--- src/ptld_pkg.sv ---
// Package for the prefix term list decoder.
// Holds the buffer size default and the marker byte codes; no dependencies.
package ptld_pkg;

  // Default capacity of the term and pending-run buffers, in bytes.
  localparam int unsigned MaxTermBytes = 32;

  // Marker bytes in the encoded stream.
  localparam logic [7:0] ByteEndTerm = 8'h00;  // run becomes a new term
  localparam logic [7:0] ByteEndExt  = 8'h01;  // run extends the previous term

endpackage : ptld_pkg

--- src/prefix_term_list_decoder.sv ---
// Top level of the prefix (front-coded) term list decoder.
// Depends on ptld_pkg and ptld_ram (pending-run store and last-term store).
//
// Usage:
//   Input channel: one encoded byte per item (byte_value_i, record_start_i),
//   taken when in_valid_i is high and in_stall_o is low. record_start_i
//   clears all decoding state before its byte is decoded.
//   Output channel: one decoded term byte per item, taken when out_valid_o is
//   high and out_stall_i is low; term_last_o marks the end of a term.
//   Timing: an ordinary byte is written into the pending store in the cycle
//   it is accepted and the next byte can follow in the next cycle. After a
//   terminator the input stalls while the run is copied and the term read
//   out: the copy reads one byte per cycle, then writes the last byte and
//   hands over; the read-out through the registered RAM read gives one byte
//   per cycle while the output is not stalled. An empty term stalls the input
//   in the copy and result states, a corrupt marker in the result state only,
//   each giving one result. Both stores have one read and one write port.
//   Reset clears lengths and flags; store contents are kept. An output stall
//   holds the output register and lengthens the input stall; input is taken
//   again once the final byte of the term is in the output register.
module prefix_term_list_decoder
  import ptld_pkg::*;
#(
  parameter int unsigned MAX_TERM_BYTES = MaxTermBytes
) (
  input  logic       clk_i,
  input  logic       rst_ni,
  input  logic       in_valid_i,
  output logic       in_stall_o,
  input  logic [7:0] byte_value_i,
  input  logic       record_start_i,
  output logic       out_valid_o,
  input  logic       out_stall_i,
  output logic [7:0] term_byte_o,
  output logic       term_last_o,
  output logic       term_empty_o,
  output logic       term_truncated_o,
  output logic       record_corrupt_o
);

  localparam int unsigned Aw = (MAX_TERM_BYTES > 1) ? $clog2(MAX_TERM_BYTES) : 1;
  localparam int unsigned Lw = $clog2(MAX_TERM_BYTES + 1);
  localparam logic [Lw-1:0] MaxLen = Lw'(MAX_TERM_BYTES);

  localparam logic [1:0] StIdle = 2'd0;
  localparam logic [1:0] StCopy = 2'd1;
  localparam logic [1:0] StEmit = 2'd2;
  localparam logic [1:0] StOne  = 2'd3;

  logic [1:0]    state_q, state_d;
  logic [Lw-1:0] llen_q, llen_d;
  logic [Lw-1:0] plen_q, plen_d;
  logic          povf_q, povf_d;
  logic          have_q, have_d;
  logic          halt_q, halt_d;
  logic          ltrunc_q, ltrunc_d;
  logic          sp_corrupt_q, sp_corrupt_d;
  logic [Lw-1:0] cp_n_q, cp_n_d;
  logic [Lw-1:0] cp_rd_q, cp_rd_d;
  logic [Aw-1:0] cp_wr_q, cp_wr_d;
  logic          cpv_q, cpv_d;
  logic [Lw-1:0] em_idx_q, em_idx_d;
  logic          rdv_q, rdv_d;
  logic          rd_last_q, rd_last_d;

  logic          out_valid_q, out_valid_d;
  logic [7:0]    out_byte_q, out_byte_d;
  logic          out_last_q, out_last_d;
  logic          out_empty_q, out_empty_d;
  logic          out_trunc_q, out_trunc_d;
  logic          out_corrupt_q, out_corrupt_d;

  // RAM ports
  logic          pend_we, pend_re;
  logic [Aw-1:0] pend_waddr, pend_raddr;
  logic [7:0]    pend_rdata;
  logic          last_we, last_re;
  logic [Aw-1:0] last_raddr;
  logic [7:0]    last_rdata;

  // State as seen after an optional record start
  logic [Lw-1:0] e_llen, e_plen, room, ext_n;
  logic          e_povf, e_have, e_halt, e_ltrunc;
  logic          out_free, ld;

  assign e_llen   = record_start_i ? '0 : llen_q;
  assign e_plen   = record_start_i ? '0 : plen_q;
  assign e_povf   = record_start_i ? 1'b0 : povf_q;
  assign e_have   = record_start_i ? 1'b0 : have_q;
  assign e_halt   = record_start_i ? 1'b0 : halt_q;
  assign e_ltrunc = record_start_i ? 1'b0 : ltrunc_q;
  assign room     = MaxLen - e_llen;
  assign ext_n    = (e_plen < room) ? e_plen : room;

  assign out_free   = !out_valid_q || !out_stall_i;
  assign in_stall_o = (state_q != StIdle);

  always_comb begin
    state_d       = state_q;
    llen_d        = llen_q;
    plen_d        = plen_q;
    povf_d        = povf_q;
    have_d        = have_q;
    halt_d        = halt_q;
    ltrunc_d      = ltrunc_q;
    sp_corrupt_d  = sp_corrupt_q;
    cp_n_d        = cp_n_q;
    cp_rd_d       = cp_rd_q;
    cp_wr_d       = cp_wr_q;
    cpv_d         = cpv_q;
    em_idx_d      = em_idx_q;
    rdv_d         = rdv_q;
    rd_last_d     = rd_last_q;
    out_valid_d   = out_valid_q && out_stall_i;
    out_byte_d    = out_byte_q;
    out_last_d    = out_last_q;
    out_empty_d   = out_empty_q;
    out_trunc_d   = out_trunc_q;
    out_corrupt_d = out_corrupt_q;
    pend_we       = 1'b0;
    pend_waddr    = e_plen[Aw-1:0];
    pend_re       = 1'b0;
    pend_raddr    = cp_rd_q[Aw-1:0];
    last_we       = 1'b0;
    last_re       = 1'b0;
    last_raddr    = em_idx_q[Aw-1:0];
    ld            = 1'b0;

    unique case (state_q)
      StIdle: begin
        if (in_valid_i) begin
          llen_d   = e_llen;
          plen_d   = e_plen;
          povf_d   = e_povf;
          have_d   = e_have;
          halt_d   = e_halt;
          ltrunc_d = e_ltrunc;
          if (!e_halt) begin
            priority if (byte_value_i == ByteEndExt) begin
              if (!e_have) begin
                halt_d       = 1'b1;
                plen_d       = '0;
                povf_d       = 1'b0;
                sp_corrupt_d = 1'b1;
                state_d      = StOne;
              end else begin
                cp_n_d   = ext_n;
                cp_rd_d  = '0;
                cp_wr_d  = e_llen[Aw-1:0];
                cpv_d    = 1'b0;
                llen_d   = e_llen + ext_n;
                ltrunc_d = e_ltrunc | e_povf | (e_plen > room);
                plen_d   = '0;
                povf_d   = 1'b0;
                state_d  = StCopy;
              end
            end else if (byte_value_i == ByteEndTerm) begin
              cp_n_d   = e_plen;
              cp_rd_d  = '0;
              cp_wr_d  = '0;
              cpv_d    = 1'b0;
              llen_d   = e_plen;
              ltrunc_d = e_povf;
              have_d   = 1'b1;
              plen_d   = '0;
              povf_d   = 1'b0;
              state_d  = StCopy;
            end else begin
              if (e_plen < MaxLen) begin
                pend_we = 1'b1;
                plen_d  = e_plen + Lw'(1);
              end else begin
                povf_d = 1'b1;
              end
            end
          end
        end
      end
      StCopy: begin
        // read pending[i] this cycle, write last[base + i] the next
        if (cpv_q) begin
          last_we = 1'b1;
          cp_wr_d = cp_wr_q + Aw'(1);
        end
        if (cp_rd_q < cp_n_q) begin
          pend_re = 1'b1;
          cp_rd_d = cp_rd_q + Lw'(1);
          cpv_d   = 1'b1;
        end else begin
          cpv_d = 1'b0;
          if (!cpv_q) begin
            em_idx_d     = '0;
            rdv_d        = 1'b0;
            sp_corrupt_d = 1'b0;
            state_d      = (llen_q == '0) ? StOne : StEmit;
          end
        end
      end
      StEmit: begin
        ld = rdv_q && out_free;
        if (ld) begin
          out_valid_d   = 1'b1;
          out_byte_d    = last_rdata;
          out_last_d    = rd_last_q;
          out_empty_d   = 1'b0;
          out_trunc_d   = ltrunc_q;
          out_corrupt_d = 1'b0;
          rdv_d         = 1'b0;
        end
        if (!rdv_q || ld) begin
          if (em_idx_q < llen_q) begin
            last_re   = 1'b1;
            em_idx_d  = em_idx_q + Lw'(1);
            rdv_d     = 1'b1;
            rd_last_d = ((em_idx_q + Lw'(1)) == llen_q);
          end else begin
            state_d = StIdle;
          end
        end
      end
      StOne: begin
        // single result: empty term or corrupt record
        if (out_free) begin
          out_valid_d   = 1'b1;
          out_byte_d    = '0;
          out_last_d    = 1'b1;
          out_empty_d   = !sp_corrupt_q;
          out_trunc_d   = !sp_corrupt_q && ltrunc_q;
          out_corrupt_d = sp_corrupt_q;
          state_d       = StIdle;
        end
      end
      default: state_d = StIdle;
    endcase
  end

  always_ff @(posedge clk_i or negedge rst_ni) begin
    if (!rst_ni) begin
      state_q     <= StIdle;
      llen_q      <= '0;
      plen_q      <= '0;
      povf_q      <= 1'b0;
      have_q      <= 1'b0;
      halt_q      <= 1'b0;
      ltrunc_q    <= 1'b0;
      cp_n_q      <= '0;
      cp_rd_q     <= '0;
      cpv_q       <= 1'b0;
      em_idx_q    <= '0;
      rdv_q       <= 1'b0;
      out_valid_q <= 1'b0;
    end else begin
      state_q     <= state_d;
      llen_q      <= llen_d;
      plen_q      <= plen_d;
      povf_q      <= povf_d;
      have_q      <= have_d;
      halt_q      <= halt_d;
      ltrunc_q    <= ltrunc_d;
      cp_n_q      <= cp_n_d;
      cp_rd_q     <= cp_rd_d;
      cpv_q       <= cpv_d;
      em_idx_q    <= em_idx_d;
      rdv_q       <= rdv_d;
      out_valid_q <= out_valid_d;
    end
  end

  always_ff @(posedge clk_i) begin
    sp_corrupt_q  <= sp_corrupt_d;
    cp_wr_q       <= cp_wr_d;
    rd_last_q     <= rd_last_d;
    out_byte_q    <= out_byte_d;
    out_last_q    <= out_last_d;
    out_empty_q   <= out_empty_d;
    out_trunc_q   <= out_trunc_d;
    out_corrupt_q <= out_corrupt_d;
  end

  ptld_ram #(
    .Width(8),
    .Depth(MAX_TERM_BYTES)
  ) u_pend_ram (
    .clk_i  (clk_i),
    .we_i   (pend_we),
    .waddr_i(pend_waddr),
    .wdata_i(byte_value_i),
    .re_i   (pend_re),
    .raddr_i(pend_raddr),
    .rdata_o(pend_rdata)
  );

  ptld_ram #(
    .Width(8),
    .Depth(MAX_TERM_BYTES)
  ) u_last_ram (
    .clk_i  (clk_i),
    .we_i   (last_we),
    .waddr_i(cp_wr_q),
    .wdata_i(pend_rdata),
    .re_i   (last_re),
    .raddr_i(last_raddr),
    .rdata_o(last_rdata)
  );

  assign out_valid_o      = out_valid_q;
  assign term_byte_o      = out_byte_q;
  assign term_last_o      = out_last_q;
  assign term_empty_o     = out_empty_q;
  assign term_truncated_o = out_trunc_q;
  assign record_corrupt_o = out_corrupt_q;

endmodule : prefix_term_list_decoder

--- src/ptld_ram.sv ---
// Generic single-write, single-read RAM with a registered read port.
// Read data holds while the read enable is low. No dependencies.
module ptld_ram #(
  parameter int unsigned Width = 8,
  parameter int unsigned Depth = 32,
  localparam int unsigned Aw = (Depth > 1) ? $clog2(Depth) : 1
) (
  input  logic             clk_i,
  input  logic             we_i,
  input  logic [Aw-1:0]    waddr_i,
  input  logic [Width-1:0] wdata_i,
  input  logic             re_i,
  input  logic [Aw-1:0]    raddr_i,
  output logic [Width-1:0] rdata_o
);

  logic [Width-1:0] mem_q [Depth];
  logic [Width-1:0] rdata_q;

  always_ff @(posedge clk_i) begin
    if (we_i) begin
      mem_q[waddr_i] <= wdata_i;
    end
    if (re_i) begin
      rdata_q <= mem_q[raddr_i];
    end
  end

  assign rdata_o = rdata_q;

endmodule : ptld_ram

--- config.mk ---
export PLATFORM = sky130hd
export DESIGN_NAME = prefix_term_list_decoder
export DESIGN_NICKNAME = d
export VERILOG_FILES = /design/src/ptld_pkg.sv /design/src/prefix_term_list_decoder.sv /design/src/ptld_ram.sv
export SDC_FILE = /design/constraint.sdc
export NUM_CORES = 1
export LEC_CHECK = 0
export BUFFER_PORTS_ARGS = -buffer_cell sky130_fd_sc_hd__buf_2
export CORE_MARGIN = 3
export CORE_UTILIZATION = 57
export DETAILED_ROUTE_END_ITERATION = 6
export PLACE_DENSITY = 0.8
export SLEW_MARGIN = 0
export SYNTH_ARGS = -nofsm -noshare
export SYNTH_HDL_FRONTEND = slang
export SYNTH_HIERARCHICAL = 1
export SYNTH_SLANG_ARGS = --single-unit
--- constraint.sdc ---
create_clock -name clk_i -period 4 [get_ports clk_i]
set_input_delay 0 -clock clk_i [delete_from_list [all_inputs] [get_ports clk_i]]
set_output_delay 0 -clock clk_i [all_outputs]
set_load 0.05 [all_outputs]
# [After elaboration in Yosys (flattened, before gate mapping)]
# Memories as Yosys holds them, arrays and structs flattened. A register that Yosys moved wholly into a read port is not among the register bits.
# Cells that the tools add are included.
[totals] ff_bits=58 ramBits=512 inputBits=13 out_inout_bits=14 word_cells=200 n_memories=2
[memory_table] name="u_last_ram.mem_q" words=32 width=8 rd=1 rd_clocked_by_memory_dff=1 wr=1 line_no="ptld_ram.sv:17" text="logic [Width-1:0] mem_q [Depth];"
[memory_table] name="u_pend_ram.mem_q" words=32 width=8 rd=1 rd_clocked_by_memory_dff=1 wr=1 line_no="ptld_ram.sv:17"
[op_classes] add_sub_neg=6 order_cmp=5 eq_ne=21 mux=114 n_bitwise=3 reduce_logical=28
[ops] cell="$mux W6" n=24
[ops] cell="$mux W1" n=59
[ops] cell="$mux W5" n=6
[ops] cell="$ne A2 B2 Y1 const B" n=14
[ops] cell="$pmux W6 S2" n=2
[ops] cell="$mux W2" n=10
[ops] cell="$add A6 B1 Y6 const B" n=3
[ops] cell="$lt A6 B6 Y1" n=3
[ops] cell="$mux W8" n=2
[ops] cell="$pmux W1 S2" n=8
[ops] cell="$pmux W8 S2" n=1
[ops] cell="$reduce_and A5 Y1" n=3
[ops] cell="$reduce_and A6 Y1" n=2
[ops] cell="$pmux W5 S2" n=1
[ops] cell="$reduce_bool A2 Y1" n=5
[ops] cell="$reduce_and A3 Y1" n=3
[ops] cell="$eq A8 B1 Y1 const B" n=1
[ops] cell="$logic_not A8 Y1" n=1
[ops] cell="$pmux W2 S4" n=1
[ops] cell="$reduce_and A8 Y1" n=1
[ops] cell="$reduce_and A7 Y1" n=1
[ops] cell="$add A6 B6 Y6" n=1
[ops] cell="$eq A6 B6 Y1" n=1
[ops] cell="$gt A6 B6 Y1" n=1
[ops] cell="other kinds (14)" n=23

# [Longest topological paths before layout]
# Gate-level depths: netlist of run 1.
[depth] ltp_word=10 depth_mapped=21 ltp_nobuf=19

# [Modules after synthesis]
# Netlist of run 1, hierarchy kept.
[modules_own_cells] mod="ptld_ram" instances=2 cells_each=417 area_per_inst_um2=10133.5 seq_area_each_um2=7927.6
[modules_own_cells] mod="prefix_term_list_decoder" instances=1 cells_each=447 area_per_inst_um2=4008.8 seq_area_each_um2=1546.5

# [Worst setup path after synthesis of run 1]
# OpenSTA, ideal clock, no wires.
[synth_timing] kind="flip-flop to flip-flop" start="register llen_q[0]" end="register llen_q[5]" setup_time_ps=133 arrival_time_ps=3910 required_ps=3867 slack_ps=-43 stages_incl_launch_ff=19 n_path_buf=2 period_less_slack_ps=4043 path_cell_list="dfrtp_1 clkbuf_1 nor2b_1 inv_1 ha_1 inv_1 ha_1 or4b_4 a31oi_2 o21ai_2 buf_6 mux2_4 ha_1 nand2b_1 o22ai_1 o211ai_1 a32oi_1 xor2_1 a31oi_1"
[synth_between] elab_chain_cells=8
[synth_rtl] element="start, declared" line_no="prefix_term_list_decoder.sv:51" text="logic [Lw-1:0] llen_q, llen_d;"
[synth_rtl] element="start signal, assigned" line_no="prefix_term_list_decoder.sv:254" text="llen_q <= llen_d;"
[synth_rtl] element="$mux W6 (*)" line_no="prefix_term_list_decoder.sv:86" text="assign e_llen = record_start_i ? '0 : llen_q;"
[synth_rtl] element="$sub A6 B6 Y6" line_no="prefix_term_list_decoder.sv:92" text="assign room = MaxLen - e_llen;"
[synth_rtl] element="$lt A6 B6 Y1" line_no="prefix_term_list_decoder.sv:93" text="assign ext_n = (e_plen < room) ? e_plen : room;"
[synth_rtl] element="$mux W6" line_no="prefix_term_list_decoder.sv:93"
[synth_rtl] element="$add A6 B6 Y6 (*)" line_no="prefix_term_list_decoder.sv:151" text="llen_d = e_llen + ext_n;"
[synth_rtl] element="$mux W6 (*)" line_no="prefix_term_list_decoder.sv:140" text="if (!e_have) begin"
[synth_rtl] element="$mux W6 (*)" line_no="prefix_term_list_decoder.sv:139" text="priority if (byte_value_i == ByteEndExt) begin"
[synth_rtl] element="$mux W6 (*)" line_no="prefix_term_list_decoder.sv:138" text="if (!e_halt) begin"
# Every way passes the cells marked *; elsewhere a longest branch is shown, timed or not.
# A chain may end at the register's enable or synchronous reset.

# [Worst setup path in the final report of run 1]
[layout_timing] start="register llen_q[0]" end="register llen_q[3]"
# The elaborated chain is that of the path after synthesis.

==> results of run 1 <==
where the power goes:
part | internal [mW] | switching (mW) | leakage [nW] | total (mW)
registers | 7.18 | 0.542 | 5.44 | 7.72
logic | 1.90 | 1.97 | 2.51 | 3.87
clock network | 3.19 | 2.26 | 0.943 | 5.45
kinds of logic (layout without fill, tap and decap cells):
| group | after synthesis | in the layout | share of synthesized area [%] |
|---|---|---|---|
| and+or+nand+nor | 242 | 242 | 4.88 |
| adders and majority gates | 25 | 25 | 1.29 |
| DFF | 586 | 586 | 71.7 |
| xor gates and xnor gates | 20 | 20 | 0.722 |
| muxes | 191 | 191 | 16.3 |
| buffers and inverters | 95 | 239 | 1.80 |
| AOI/OAI and AO/OA | 122 | 122 | 3.36 |
per-stage QoR:
stage / utilization (%) / hold slack, ps
after global placement: 60.9 / 204
after detailed placement: 60.9 / 214
after CTS: 65.9 / 89.2
after floorplan: - / -296
final: 66.0 / 73.5
after global routing: 66.0 / 144
path summary, 6_finish.rpt:
| path | from | to | slack [ps] | cells after the start |
|---|---|---|---|---|
| max in group asynchronous | rst_ni | cp_rd_q[0]$_DFFE_PN0P_ | 3210 | 2 |
| worst max-delay path | llen_q[0]$_DFFE_PN0P_ | llen_q[3]$_DFFE_PN0P_ | 170 | 15 |
| worst max register to register | llen_q[0]$_DFFE_PN0P_ | llen_q[3]$_DFFE_PN0P_ | 170 | 15 |
| worst min register to register | plen_q[4]$_DFFE_PN0P_ | plen_q[4]$_DFFE_PN0P_ | 470 | 1 |
| min in group clk_i | out_stall_i | out_valid_o$_DFF_PN0_ | 220 | 4 |
| worst min-delay path | rst_ni | llen_q[5]$_DFFE_PN0P_ | 70 | 2 |
layer usage:
layer / part of all wire (%) / vias to the layer above / track usage [%]
li1: - / 5391 / -
met5: 0.033 / - / 0
met1: 41 / 6555 / 36.0
met4: 2.2 / 2 / 6.47
met2: 49 / 616 / 37.5
met3: 7.2 / 83 / 3.66
what timing repair did:
item	CTS	global route
endpoints found under the hold margin	294	0
resized for setup	0	6
setup buffers	0	0
setup endpoints to repair	0	3
hold buffers	12	0
registers in the layout, summed over array words and instances (netlist names), 8 cells and up:
register,cells
u_pend_ram/mem_q,256
u_last_ram/mem_q,256
u_last_ram/rdata_o,8
term_byte_o,8
u_pend_ram/rdata_o,8
worst max-delay path: cells and delay by family, from the launching register on:
family | cells | cell delay, ps
and+or+nand+nor | 6 | 1300
AOI/OAI and AO/OA | 5 | 830
adders and majority gates | 2 | 650
DFF | 1 | 410
muxes | 1 | 340
xor gates and xnor gates | 1 | 170
cell type report:
cell class,instances,area [µm²]
clock buffers,73,1580
fillers,2627,14100
repair buffers,99,758
well taps,532,666
multi-input cells,600,6470
clock inverters,33,363
inverters,34,128
flip-flops and latches,586,17400
synthesized netlist by cell type, types with 5 or more instances:
| cell type | number |
|---|---|
| a21o_1 | 5 |
| a21oi_1 | 20 |
| a31oi_1 | 6 |
| and2_1 | 11 |
| and3_1 | 8 |
| buf_1 | 10 |
| buf_4 | 12 |
| clkbuf_1 | 31 |
| dfrtp_1 | 39 |
| edfxtp_1 | 547 |
| ha_1 | 25 |
| inv_1 | 33 |
| mux2_2 | 22 |
| mux2i_1 | 7 |
| mux4_2 | 160 |
| nand2_1 | 52 |
| nand2b_1 | 7 |
| nand3_1 | 19 |
| nand3b_1 | 11 |
| nor2_1 | 91 |
| nor2b_1 | 7 |
| nor3_1 | 10 |
| o211ai_1 | 10 |
| o21ai_0 | 34 |
| o31ai_1 | 7 |
| or3_1 | 5 |
| or3b_2 | 6 |
| xnor2_1 | 13 |
| xor2_1 | 7 |
==> impl_metrics.ini, run 1 <==
[run_status]
status = finished clean

[placed_design]
post-place-ws_ps = 69.4
hpwl_um = 32300
portBuffers = 26
place_area_um2 = 25300
routabilityCongestion = 0.918
placed_cells = 1839

[grt]
grt_antenna_before_repair = 1
overflow = 0
grt_max_degree = 70
grt_pass1_vias = 12800
grt_usage_pct = 23.9
grt_pass1_wl_um = 80500

[flow_run]
maxCapViolations = 0

[clocking]
numCtsBuffers = 56
cts_max_level = 2
cts.sinks = 586
clockBufferDepth = 3
tritoncts = built
clkLatencyLatePin_ps = 610
root_buffer = clkbuf_16
clkTransAtPathRegs_ps = 70

[synthesis]
synthCells = 1281
yosysTopAreaCell = edfxtp_1
ys_types = 69
synthFlopType = edfxtp_1
synth_top_area_share_pct = 67.7
synth-seq-cells = 586
synth-edff-count = 547
ys_seq_area_share_pct = 71.7
synth_nets = 1319
ys_warn_count = 6
syn_area_per_cell_um2 = 19.0
synthArstFlopShare_pct = 6.66
netlist_area_um2 = 24300
synth.area.top_cells = edfxtp_1 (68%), mux4_2 (15%), dfrtp_1 (4.0%), nor2_1 (1.4%), ha_1 (1.3%)

[final_layout]
final_common_cell = edfxtp_1
stdcell_count = 1957
postLayoutCellArea_um2 = 27400
antenna_cells = 0
layout-drive-gt1-share_pct = 27.3
area_growth_pct = 12.8
nNetsFinal = 1415
final_cell_mix = edfxtp_1 (547), mux4_2 (160), nor2_1 (91)

[drt]
viasPerCell = 6.46
drc_errors = 0
drt.antenna.violating_nets = 0
vias = 12600
wl_per_cell_um = 26.5
drt_iter0_markers = 1566
drt-pass1-iter-count = 5
finalWirelength_um = 51900

[die]
fp-row-count = 74
chipWidth_um = 212
die_height_um = 212
design.core.area_um2 = 41500
io_pins = 27
die-area_um2 = 45100
start_util_pct = 58.5

[sta]
hold_violations = 0
skew_ps = 32.8
slew_headroom_pct = 24.4
finalMaxSlewViolations = 0
fmax_mhz = 261
finalSetupTns_ps = 0
worstMarginPinSlew_ps = 1130
fin_crit_ps = 3830
setup_slack_ps = 168
setup_viol = 0
post-route-period-util_pct = 95.8

[power_and_ir_drop]
ir_worst_vdd_uv = 459
power.density_nw_per_um2 = 623
p_leak_nw = 8.89
power_mw = 17.0

[critical_path]
cp_data_required_time_ps = 4480
crit_arrival_ps = 4310
critPathKind = reg -> reg
cp-end-kind = register
start_kind = register
crit_path_top_delay_cell = dfrtp_1
path_cells = or3_4 > or3_4 > xnor2_2 > nor2_1 > ha_1 > nand3_1 > o21ai_2 > mux2_4 > ha_4 > nand2b_1 > o22ai_1 > o211ai_1 > and4_1 > o211ai_1 > a22oi_1
critPathMaxFanout = 5
slowest_delay_ps = 410

[min_path]
worstHoldPathType = in -> async
Note: power is estimated with default switching activity, not from simulation.
==> inputs of run 2 (changes only) <==
--- a/config.mk
+++ b/config.mk
@@ -7,7 +7,7 @@
 export LEC_CHECK = 0
 export BUFFER_PORTS_ARGS = -buffer_cell sky130_fd_sc_hd__buf_2
 export CORE_MARGIN = 3
-export CORE_UTILIZATION = 57
+export CORE_UTILIZATION = 60
 export DETAILED_ROUTE_END_ITERATION = 6
 export PLACE_DENSITY = 0.8
 export SLEW_MARGIN = 0
==> constraint.sdc (replaced) <==
create_clock -name clk_i -period 3.86 [get_ports clk_i]
set_input_delay 0 -clock clk_i [delete_from_list [all_inputs] [get_ports clk_i]]
set_output_delay 0 -clock clk_i [all_outputs]
set_load 0.05 [all_outputs]
==> run 2 against run 1 <==
Against the previous run:
- worst hold slack better by 13 ps
- sequential share of layout area increased by 0.090 points
- clock skew shrank 4.1 ps
- critical path type unchanged
- critical endpoint is now llen_q[4]$_DFFE_PN0P_
- largest power group unchanged
- highest routed layer is now met4
==> impl_metrics.ini, run 2 (synthesis results as in run 1) <==
[run_status]
status = finished clean

[drt]
drt.antenna.violating_nets = 0
finalWirelength_um = 53000
drc_errors = 0
drt-pass1-iter-count = 6
viasPerCell = 6.50
wl_per_cell_um = 27.1
drt_iter0_markers = 1370
vias = 12700

[grt]
grt_max_degree = 53
grt_pass1_vias = 13100
grt_usage_pct = 25.2
grt_antenna_before_repair = 0
overflow = 0
grt_pass1_wl_um = 81700

[critical_path]
crit_arrival_ps = 4300
path_cells = or3_4 > or3_4 > xnor2_4 > nor2_4 > ha_4 > nand3_4 > o21ai_4 > mux2_4 > ha_4 > buf_4 > o21ai_0 > a21oi_1 > a211oi_1 > or4_1 > o22ai_2
start_kind = register
critPathMaxFanout = 5
cp_top_family = simple AND/OR/NAND/NOR gates
path_buf_inv = 1
cp-end-kind = register
critPathKind = reg -> reg
cp_data_required_time_ps = 4390
crit_path_top_delay_cell = or3_4
slowest_delay_ps = 430

[clocking]
tritoncts = built
cts.sinks = 586
numCtsBuffers = 55
clockBufferDepth = 3
clkTransAtPathRegs_ps = 70
cts_max_level = 2
root_buffer = clkbuf_16
clkLatencyLatePin_ps = 610

[final_layout]
final_cell_mix = edfxtp_1 (547), mux4_2 (160), nor2_1 (90)
final_common_cell = edfxtp_1
layout-drive-gt1-share_pct = 27.5
area_growth_pct = 12.6
top_regs = u_last_ram/mem_q x256, u_pend_ram/mem_q x256
antenna_cells = 0
nNetsFinal = 1431
utilization_pct = 68.6

[die]
fp-row-count = 73
io_pins = 27
die_height_um = 207
start_util_pct = 61.0
design.core.area_um2 = 39800
die-area_um2 = 42900
chipWidth_um = 207

[sta]
slew_headroom_pct = 17.3
setup_slack_ps = 85.0
hold_violations = 0
post-route-period-util_pct = 97.8
finalSetupTns_ps = 0
setup_viol = 0
worstMarginPinSlew_ps = 1230
finalMaxSlewViolations = 0
fin_crit_ps = 3770
rsz0062_at_grt = yes
fmax_mhz = 265
skew_ps = 28.7

[placed_design]
hpwl_um = 32700
routabilityCongestion = 0.900
portBuffers = 26
post-place-ws_ps = -18.4

[power_and_ir_drop]
ir_worst_vdd_uv = 466
p_leak_nw = 8.86
power.density_nw_per_um2 = 628

[min_path]
worstHoldPathType = in -> async

[flow_run]
maxCapViolations = 0
==> run 2: changes by cell type in the layout (fill, tap and decap cells not counted), sizes merged <==
| cell | before | now |
|---|---|---|
| clkinvlp | 5 | 3 |
| bufinv | 6 | 2 |
| inv | 37 | 33 |
| buf | 87 | 104 |
| clkbuf | 73 | 72 |
| clkinv | 19 | 20 |
==> run 2: per-stage QoR <==
| stage | hold WS [ps] | total power, mW | area (µm²) | std cells |
|---|---|---|---|---|
| after floorplan | -296 | 10.9 | 24300 | 1281 |
| after global placement | 187 | 12.0 | 25400 | 1841 |
| after detailed placement | 197 | 12.1 | 25400 | 1841 |
| after CTS | 88.6 | 17.2 | 27200 | 1949 |
| after global routing | 149 | 17.9 | 27300 | 1957 |
| final | 86.7 | 17.2 | 27300 | 1957 |
==> run 2: routing by layer <==
layer	GRT usage (%)	vias up	wire length, µm
met4	7.56	0	1530
met2	41.7	649	26900
li1	-	5422	-
met1	35.0	6542	20300
met5	0	-	0
met3	4.60	104	4280
==> run 2: path summary, 6_finish.rpt <==
check	depth (start not counted)	endpoint	start	slack (ps)
worst min register to register	1	plen_q[4]$_DFFE_PN0P_	plen_q[4]$_DFFE_PN0P_	480
max in group asynchronous	2	cp_rd_q[0]$_DFFE_PN0P_	rst_ni	3040
min in group clk_i	4	out_valid_o$_DFF_PN0_	out_stall_i	220
worst max-delay path	15	llen_q[4]$_DFFE_PN0P_	llen_q[0]$_DFFE_PN0P_	90
worst max register to register	15	llen_q[4]$_DFFE_PN0P_	llen_q[0]$_DFFE_PN0P_	90
worst min-delay path	2	state_q[0]$_DFFE_PN0P_	rst_ni	90
==> run 2: area by class of cell <==
cell class / count / area [µm²]
Clock buffer: 72 / 1480
Timing Repair Buffer: 116 / 902
Tap cell: 525 / 657
Sequential cell: 586 / 17400
Clock inverter: 24 / 170
Inverter: 34 / 128
Multi-Input combinational cell: 600 / 6590
Fill cell: 2481 / 12500
==> run 2: where the power goes <==
group	leakage (nW)	switching [mW]	internal (mW)
Sequential	5.44	0.589	7.44
Combinational	2.62	2.06	2.04
Clock	0.802	2.22	2.82
==> run 2: what timing repair did <==
action / CTS / global route
resized for setup: 3 / 16
setup endpoints to repair: 2 / 4
hold buffers: 12 / 0
buffers inserted: 0 / 8
pin swaps: 1 / 15
cloned: 0 / 0
hold endpoints to repair: 296 / 0
==> inputs of run 3 (changes only) <==
--- a/config.mk
+++ b/config.mk
@@ -5,6 +5,7 @@
 export SDC_FILE = /design/constraint.sdc
 export NUM_CORES = 1
 export LEC_CHECK = 0
+export ABC_AREA = 1
 export BUFFER_PORTS_ARGS = -buffer_cell sky130_fd_sc_hd__buf_2
 export CORE_MARGIN = 3
 export CORE_UTILIZATION = 60
==> run 3 against run 2 <==
Against the previous run:
- final area is 2.7% higher
- clock skew fell by 7.5 ps
- routed wire length up 13%
- core utilization decreased by 2.0 points
- via count is 40% higher
- combinational power up 49%
- sequential share of layout area fell by 1.7 points
- power up 18%
- die area is 5.5% higher
- synthesized cell count up 83%
- highest routed layer unchanged
- worst hold slack worse by 19 ps
- largest power group unchanged
- cell count grew 51%
==> impl_metrics.ini, run 3 <==
[clocking]
cts.sinks = 586
numCtsBuffers = 57
clkTransAtPathRegs_ps = 60
clkLatencyLatePin_ps = 610
tritoncts = built
clockBufferDepth = 3
cts_max_level = 2
root_buffer = clkbuf_16
postCtsSetupRepairBufs = 0

[sta]
post-route-period-util_pct = 91.7
rsz0062_at_grt = no
finalSetupTns_ps = 0
finalMaxSlewViolations = 0
slew_headroom_pct = 15.1
worstMarginPinSlew_ps = 1270
hold_violations = 0
fmax_mhz = 283
setup_viol = 0
fin_crit_ps = 3540
skew_ps = 21.1

[grt]
overflow = 0
grt_antenna_before_repair = 0
grt_max_degree = 116
grt_usage_pct = 26.6
grt_pass1_wl_um = 93000
grt_pass1_vias = 17300

[critical_path]
critPathMaxFanout = 8
critPathMostFrequentCell = nand2_1
path_cells = nand2_1 > ha_1 > xnor2_1 > inv_1 > ha_1 > nand2_1 > nor2_1 > nand2_2 > nand2_4 > inv_2 > o21ai_1 > ha_1 > a21oi_1 > inv_1 > a21oi_1 > nand3_1 > nand3_1 > nand2_1 > nand2_1 > nand2_1
path_buf_inv = 3
crit_path_top_delay_cell = dfrtp_1
slowest_delay_ps = 520
cp_data_required_time_ps = 4350
start_kind = register
cp-end-kind = register
crit_arrival_ps = 4030
reg2reg_from = llen_q[0]$_DFFE_PN0P_
cp_top_family = simple AND/OR/NAND/NOR gates
timing.rr.end = llen_q[5]$_DFFE_PN0P_
rrSetupSlack_ps = 320
critPathKind = reg -> reg
r2r_cells = 20

[synthesis]
synth.top_cells.by_count = nand2_1 (802), edfxtp_1 (547), nand3_1 (434)
yosys.cell_count.top_type = nand2_1
synthCells = 2346
synth.area.top_cells = edfxtp_1 (64%), nand2_1 (12%), nand3_1 (8.5%), dfrtp_1 (3.8%), buf_6 (2.2%)
netlist_area_um2 = 25700
ys_warn_count = 6
yosysTopAreaCell = edfxtp_1
synth-edff-count = 547
syn_area_per_cell_um2 = 10.9
synthArstFlopShare_pct = 6.66
synthFlopType = edfxtp_1
synth-seq-cells = 586
synth_nets = 2384
ys_types = 50
synth_top_area_share_pct = 64.0
ys_seq_area_share_pct = 67.8

[drt]
drt.antenna.violating_nets = 0
drc_errors = 0
drt_iter0_markers = 2100
wl_per_cell_um = 20.2
vias = 17800
viasPerCell = 6.01
finalWirelength_um = 59900
drt-pass1-iter-count = 5

[power_and_ir_drop]
p_leak_nw = 10.7
power.density_nw_per_um2 = 722
ir_worst_vdd_uv = 664
power_mw = 20.3

[final_layout]
top_regs = u_last_ram/mem_q x256, u_pend_ram/mem_q x256
final_cell_mix = nand2_1 (802), edfxtp_1 (547), nand3_1 (434)
area_growth_pct = 9.41
layout-drive-gt1-share_pct = 8.55
final_common_cell = nand2_1
num-fill-cells = 2962
nNetsFinal = 2414
antenna_cells = 0

[die]
chipWidth_um = 213
design.core.area_um2 = 42100
die-area_um2 = 45300
fp-row-count = 75
io_pins = 27
start_util_pct = 60.9
die_height_um = 213

[min_path]
worstHoldPathType = in -> async

[placed_design]
hpwl_um = 36200
portBuffers = 26
routabilityCongestion = 0.944

[run_status]
status = finished clean

[flow_run]
maxCapViolations = 0
run 3: cell count changes in the layout (fill, tap and decap cells not counted), moves of 11 or more:
cell,change
and2_1,-11
buf_4,-31
inv_1,+62
inv_2,+13
mux2_2,-21
mux4_2,-160
nand2_1,+750
nand3_1,+416
nand3b_1,-11
nor2_1,+26
run 3: layout make-up:
| cell class | count | area [µm²] | share of cell area, % |
|---|---|---|---|
| Sequential cell | 586 | 17400 | 62.0 |
| Multi-Input combinational cell | 1540 | 6990 | 24.9 |
| Clock buffer | 73 | 1590 | 5.67 |
| Tap cell | 539 | 674 | 2.40 |
| Timing Repair Buffer | 80 | 588 | 2.10 |
| Inverter | 111 | 419 | 1.49 |
| Clock inverter | 32 | 395 | 1.41 |
run 3: through the flow:
stage	hold WS, ps	setup WS, ps	utilization, %	cell area (µm²)	cells
2_1_floorplan	-296	839	-	25700	2346
3_5_place_dp	188	352	61.6	26000	2845
6_report	67.5	321	66.6	28100	2961
5_1_grt	92.3	14.0	66.6	28100	2961
3_3_place_gp	184	377	61.6	26000	2845
4_1_cts	25.3	312	66.6	28100	2961
run 3: how the worst max path moves through the flow:
stage,from,to,cells after the start
after floorplan,llen_q[1]$_DFFE_PN0P_,llen_q[5]$_DFFE_PN0P_,23
after global placement,llen_q[1]$_DFFE_PN0P_,llen_q[5]$_DFFE_PN0P_,24
after detailed placement,llen_q[0]$_DFFE_PN0P_,llen_q[5]$_DFFE_PN0P_,20
after CTS,llen_q[0]$_DFFE_PN0P_,llen_q[5]$_DFFE_PN0P_,20
after global routing,llen_q[0]$_DFFE_PN0P_,llen_q[5]$_DFFE_PN0P_,20
final,llen_q[0]$_DFFE_PN0P_,llen_q[5]$_DFFE_PN0P_,20
run 3: routing by layer:
metal | up-vias | wire length (µm) | GRT usage, %
met5 | - | 0 | 0
met1 | 8519 | 23300 | 35.0
li1 | 8160 | - | -
met3 | 160 | 5080 | 3.97
met4 | 0 | 2030 | 11.0
met2 | 958 | 29500 | 44.7
run 3: power breakdown:
group	switching (mW)	internal [mW]	total, mW
Combinational	4.47	1.63	6.10
Sequential	0.440	7.90	8.34
Clock	2.33	3.50	5.83
run 3: repair_timing:
| action | CTS | global route |
|---|---|---|
| setup endpoints to repair | 0 | 1 |
| hold buffers | 11 | 0 |
| endpoints found under the hold margin | 265 | 0 |
| gates resized for setup | 0 | 1 |
run 3: kinds of logic (layout without fill, tap and decap cells):
family	Yosys count	in the layout	share of synthesized area, %
adders and majority gates	25	25	1.22
muxes	1	1	0.0439
DFF	586	586	67.8
xor gates and xnor gates	9	9	0.307
and+or+nand+nor	1391	1391	23.1
buffers and inverters	220	296	4.93
AOI/OAI and AO/OA	114	114	2.59
